$ cat src/hdl/crs_pkg.sv
// Shared types and constants for the circular range set engine.
// No dependencies; the controller, datapath and top refer to it by scoped names, the testbench files import it.
package crs_pkg;

  localparam int RANGE_SLOTS_DEF = 64;
  localparam int KEY_W           = 128;
  localparam int ROW_W           = 2 * KEY_W;

  typedef logic [KEY_W-1:0] key_t;

  typedef enum logic [1:0] {
    OP_ADD      = 2'd0,
    OP_REMOVE   = 2'd1,
    OP_BELONGS  = 2'd2,
    OP_CONTAINS = 2'd3
  } op_t;

  typedef enum logic [3:0] {
    ST_IDLE,
    ST_SCAN1,
    ST_DRAIN1,
    ST_RES1,
    ST_SCAN2,
    ST_DRAIN2,
    ST_RES2,
    ST_WR1,
    ST_WR2,
    ST_OUT
  } state_t;

  // controller to datapath
  typedef struct packed {
    logic init1;  // capture a new word, clear first-pass trackers
    logic rd_en;  // read the slot at rd_addr
    logic scan2;  // rows arriving belong to the second pass
    logic res1;   // resolve the first pass
    logic res2;   // resolve the second pass
    logic wr1;    // write first piece, update validity
    logic wr2;    // write second piece
  } cmd_t;

  // datapath to controller
  typedef struct packed {
    logic early;  // no second pass needed
    logic fail;   // table full
  } sts_t;

endpackage

$ cat src/hdl/crs_ctrl.sv
// Sequencer for the range set engine: two slot scans, resolve and write steps.
// Depends on crs_pkg.
module crs_ctrl #(
  parameter int RANGE_SLOTS = crs_pkg::RANGE_SLOTS_DEF
) (
  input  logic                           clk,
  input  logic                           rst_n,
  input  logic                           start,
  input  crs_pkg::sts_t                  sts,
  output crs_pkg::cmd_t                  cmd,
  output logic [$clog2(RANGE_SLOTS)-1:0] rd_addr,
  output logic                           busy,
  output logic                           out_strobe
);

  localparam int AW = $clog2(RANGE_SLOTS);
  localparam logic [AW-1:0] LAST_SLOT = AW'(RANGE_SLOTS - 1);

  crs_pkg::state_t state_r, state_nxt;
  logic [AW-1:0]   cnt_r, cnt_nxt;

  always_ff @(posedge clk) begin
    if (!rst_n) begin
      state_r <= crs_pkg::ST_IDLE;
      cnt_r   <= '0;
    end else begin
      state_r <= state_nxt;
      cnt_r   <= cnt_nxt;
    end
  end

  // next state
  always_comb begin
    state_nxt = state_r;
    cnt_nxt   = '0;
    case (state_r)
      crs_pkg::ST_IDLE:   if (start) state_nxt = crs_pkg::ST_SCAN1;
      crs_pkg::ST_SCAN1: begin
        if (cnt_r == LAST_SLOT) state_nxt = crs_pkg::ST_DRAIN1;
        else cnt_nxt = cnt_r + 1'b1;
      end
      crs_pkg::ST_DRAIN1: state_nxt = crs_pkg::ST_RES1;
      crs_pkg::ST_RES1:   state_nxt = sts.early ? crs_pkg::ST_OUT : crs_pkg::ST_SCAN2;
      crs_pkg::ST_SCAN2: begin
        if (cnt_r == LAST_SLOT) state_nxt = crs_pkg::ST_DRAIN2;
        else cnt_nxt = cnt_r + 1'b1;
      end
      crs_pkg::ST_DRAIN2: state_nxt = crs_pkg::ST_RES2;
      crs_pkg::ST_RES2:   state_nxt = sts.fail ? crs_pkg::ST_OUT : crs_pkg::ST_WR1;
      crs_pkg::ST_WR1:    state_nxt = crs_pkg::ST_WR2;
      crs_pkg::ST_WR2:    state_nxt = crs_pkg::ST_OUT;
      crs_pkg::ST_OUT:    state_nxt = crs_pkg::ST_IDLE;
      default:            state_nxt = crs_pkg::ST_IDLE;
    endcase
  end

  // outputs
  always_comb begin
    cmd        = '0;
    rd_addr    = cnt_r;
    busy       = (state_r != crs_pkg::ST_IDLE);
    out_strobe = (state_r == crs_pkg::ST_OUT);
    case (state_r)
      crs_pkg::ST_IDLE:   cmd.init1 = start;
      crs_pkg::ST_SCAN1:  cmd.rd_en = 1'b1;
      crs_pkg::ST_RES1:   cmd.res1  = 1'b1;
      crs_pkg::ST_SCAN2: begin
        cmd.rd_en = 1'b1;
        cmd.scan2 = 1'b1;
      end
      crs_pkg::ST_DRAIN2: cmd.scan2 = 1'b1;
      crs_pkg::ST_RES2:   cmd.res2  = 1'b1;
      crs_pkg::ST_WR1:    cmd.wr1   = 1'b1;
      crs_pkg::ST_WR2:    cmd.wr2   = 1'b1;
      default:            cmd       = '0;
    endcase
  end

endmodule

$ cat config.mk
export PLATFORM = sky130hd
export DESIGN_NAME = crs_ctrl
export DESIGN_NICKNAME = d
export VERILOG_FILES = /design/src/hdl/crs_pkg.sv /design/src/hdl/crs_ctrl.sv
export SDC_FILE = /design/constraint.sdc
export NUM_CORES = 1
export LEC_CHECK = 0
export BUFFER_PORTS_ARGS = -buffer_cell sky130_fd_sc_hd__buf_2
export CORE_MARGIN = 1
export CORE_UTILIZATION = 40
export DETAILED_ROUTE_END_ITERATION = 12
export PLACE_DENSITY = 0.66
export SLEW_MARGIN = 0
export SYNTH_ARGS = -nofsm -noshare
export SYNTH_HDL_FRONTEND = slang
export SYNTH_SLANG_ARGS = --single-unit
$ cat constraint.sdc
create_clock -name clk -period 1.5 [get_ports clk]
set_input_delay 0.225 -clock clk [delete_from_list [all_inputs] [get_ports clk]]
set_output_delay 0.225 -clock clk [all_outputs]
set_load 0.03 [all_outputs]
* After elaboration in Yosys (flattened, before gate mapping)
Cells that the tools add are included.
Cells by class: multiplexer cells 13, equality and inequality tests 13, add/subtract/negate cells 1, reductions and logical operators 6, bitwise logic cells 2
Operators by type and width (count):
- $pmux 4 s9 | 1
- $mux 4 | 5
- $eq 4x3->1 const B | 4
- $eq 4x2->1 const B | 2
- $eq 4x4->1 const B | 2
- $mux 1 | 7
- $add 6x1->6 const B | 1
- $eq 6x6->1 const B | 1
- $ne 2x2->1 const B | 3
- $eq 4x1->1 const B | 1
- $logic_not 4->1 | 1
- $reduce_bool 4->1 | 1
- $reduce_or 2->1 | 2
- $reduce_and 3->1 | 1
- $reduce_or 3->1 | 1
- $not 1->1 | 2
Storage, ports and cells: output and inout port bits 15, register bits 10, bits of input ports 5

* Longest topological paths before layout
depth after elaboration 4, mapped depth 5

* Worst setup path before layout
OpenSTA, ideal clock, no wires.
path kind reg-to-reg, from register state_r[2], to register state_r[3], arrival time 1.817 ns, slack -0.379 ns, stages on the path, launching flop included 4, clock period less this slack 1.879 ns, cell sequence dfxtp_1 buf_6 nor4b_1 o21a_1
On the way: word-level cells in the longest chain between the ends 3
RTL lines:
- from (decl) | RTL line crs_ctrl.sv:19 | crs_pkg::state_t state_r, state_nxt;
- from (signal assigned) | RTL line crs_ctrl.sv:24 | state_r <= crs_pkg::ST_IDLE;
- from (signal assigned) | RTL line crs_ctrl.sv:27 | state_r <= state_nxt;
- $eq 4x1->1 (tied with other cells) | RTL line crs_ctrl.sv:36 | case (state_r)
- $ne 2x2->1 (no line)
- $reduce_and 3->1 (no line)
Several ways; a longest one is shown, not always the timed one. A chain may end at the register's enable or synchronous reset.

==> results.toml <==
[detailed_routing]
drt_iter0_drc = 9
drc = 0
vias = 566
vias_per_cell = 5.24
wl_per_cell_um = 12.4
firstDrtPassIters = 4
ant_nets = 0
drt_wl_total_um = 1330

[clock_network]
cts_hold_buf = 0
cts_tree = "built"
clkLatencyLatePin_ns = 0.26
htree_levels = 1
numCtsBuffers = 3
path_clk_slew_ns = 0.07
cts_root_buffer = "clkbuf_4"
clock-sinks = 10
cts_buffer_depth = 2

[logic_synthesis]
synth_nets = 76
yosys_register_bits = 10
yosysWarningCount = 0
synthCells = 70
syn_area_sq_um = 584
ys_dominant_reg_cell = "dfxtp_1"
ys_seq_area_share_pct = 34.3
syn_area_per_cell_sq_um = 8.35
async_flop_share_pct = 0
synth_edf_count = 0
synth_cell_types = 29

[sta]
finalCriticalPeriod_ns = 1.49
slew_violations = 0
timing.fmax_ghz = 0.671
max_slew_margin_pct = 82.8
hold_violations = 0
fin_skew_ns = 0.00148
post-route-period-util_pct = 99.4
fin_ws_ns = 0.00917
setup_viol = 0
grt_setup_unrepaired = "true"
worst_pin_slew_ns = 0.257

[critical_path]
cp-end-kind = "primary output"
cp_max_fo = 11
required_ns = 1.27
reg2reg_from = "state_r[1]$_SDFFE_PN0P_"
arrival_ns = 1.27
critPathCapture = "cmd[6]"
cp-start-kind = "flip-flop"
cp-startpoint = "state_r[3]$_SDFFE_PN0P_"
ff2ff_setup_slack_ns = 0.04
r2r_end = "state_r[1]$_SDFFE_PN0P_"
r2r_cells = 6
path_class = "reg2out"

[hold_path]
hp-start = "rst_n"
hp-class = "in2reg"

[finish]
num-fill-cells = 131
design_area_sq_um = 754
drive_gt1_share_pct = 46.2
insertedDiodeCount = 0
utilization_pct = 56.6
num-nets-final = 100
area_growth_pct = 29.1
final_cell_mix = "14 x nor2_1, 14 x buf_2, 6 x nand2_1, 6 x buf_4, 5 x dfxtp_4"
instances_no_fill = 108

[run]
cap_violations = 0

[place]
placed_area_sq_um = 678
dp_cells = 101
dp_hpwl_um = 889
numPortBuffers = 19
dp_slack_ns = 0.0524
place.gp.congestion = 0.781

[power_and_ir_drop]
vdd_drop_max_uv = 701
leakage_nw = 0.330
powerDensity_mw_per_mm2 = 1450
total_power_w = 0.00110

[floorplanning]
rows = 13
ios = 20
die_height_um = 40.2
dieWidth_um = 40.2
die_area_sq_mm = 0.00162
initial_utilization_pct = 43.8
coreArea_sq_mm = 0.00133

[grt]
grt_pass1_vias = 408
grt_util_all_layers_pct = 17.9
grt_max_degree = 12
overflow = 0
grt_pass1_wl_um = 1860
antenna_found_initial = 0

[run_status]
status = "completed"
==> metal layers <==
layer / up-vias / wire length [um] / GRT usage (%)
li1: 284 / - / -
met4: 0 / 7 / 8.33
met5: - / 0 / 0
met2: 21 / 610 / 21.0
met1: 259 / 640 / 26.4
met3: 2 / 77 / 8.33
==> power breakdown <==
part           internal, W  leakage, nW  switching (W)  total, W
Sequential        0.000319       0.0852      0.0000751  0.000394
Clock            0.0000962       0.0154      0.0000948  0.000191
Combinational     0.000201        0.229       0.000309  0.000510
==> Yosys cell counts (2+ instances only) <==
library cell  instances  area [sq um]
a21oi_1               3          15.0
and2b_2               2          17.5
o21ai_0               2          10.0
nor3_2                2          20.0
nand3_1               2          10.0
nor2b_1               2          12.5
nor3_1                3          15.0
nor2_1               14          52.6
nand2_1               6          22.5
dfxtp_1              10           200
xnor2_1               4          35.0
buf_6                 3          33.8
==> critical path, cell delays in order, from the launching register on <==
cell and delay [ns]:
dfxtp_2 0.37, nor2_1 0.25, and3_1 0.19, buf_2 0.19
==> repair_timing <==
| action | CTS | global route |
|---|---|---|
| setup buffers | 0 | 3 |
| resized for setup | 7 | 10 |
| pin swaps | 0 | 2 |
| endpoints found under the setup margin | 8 | 10 |
==> state kept, by name, indices dropped and copies added (netlist names) <==
signal and cells:
rd_addr 6, state_r 4
==> through the flow <==
step / setup TNS (ns) / hold slack, ns
detailed placement: 0 / 0.421
global route: -0.114 / 0.219
finish: 0 / 0.222
global placement: 0 / 0.414
CTS: 0 / 0.218
floorplan: 0 / 0.343
==> cell type report <==
class                           count  area, sq um  share of cell area [%]
Clock buffer                        3         22.5                    2.99
Clock inverter                      1         3.75                   0.498
Inverter                            1         3.75                   0.498
Multi-Input combinational cell     55          353                    46.8
Sequential cell                    10          220                    29.2
Tap cell                           15         18.8                    2.49
Timing Repair Buffer               23          133                    17.6
==> how the worst min path moves through the flow <==
stage	end	slack (ns)	cells past startpoint
2_1_floorplan	state_r[3]$_SDFFE_PN0P_	0.34	1
3_3_place_gp	rd_addr[0]$_SDFF_PP0_	0.41	1
3_5_place_dp	rd_addr[0]$_SDFF_PP0_	0.42	1
4_1_cts	state_r[3]$_SDFFE_PN0P_	0.22	2
5_1_grt	state_r[3]$_SDFFE_PN0P_	0.22	2
6_report	state_r[3]$_SDFFE_PN0P_	0.22	2
==> cell families after synthesis <==
kind of cell    synth area share [%]
buf+inv                         7.71
simple gates                    38.5
xor+xnor                        7.49
flops                           34.3
compound gates                  9.85
fa+ha+maj                       2.14
Note: power is estimated with default switching activity, not from simulation.
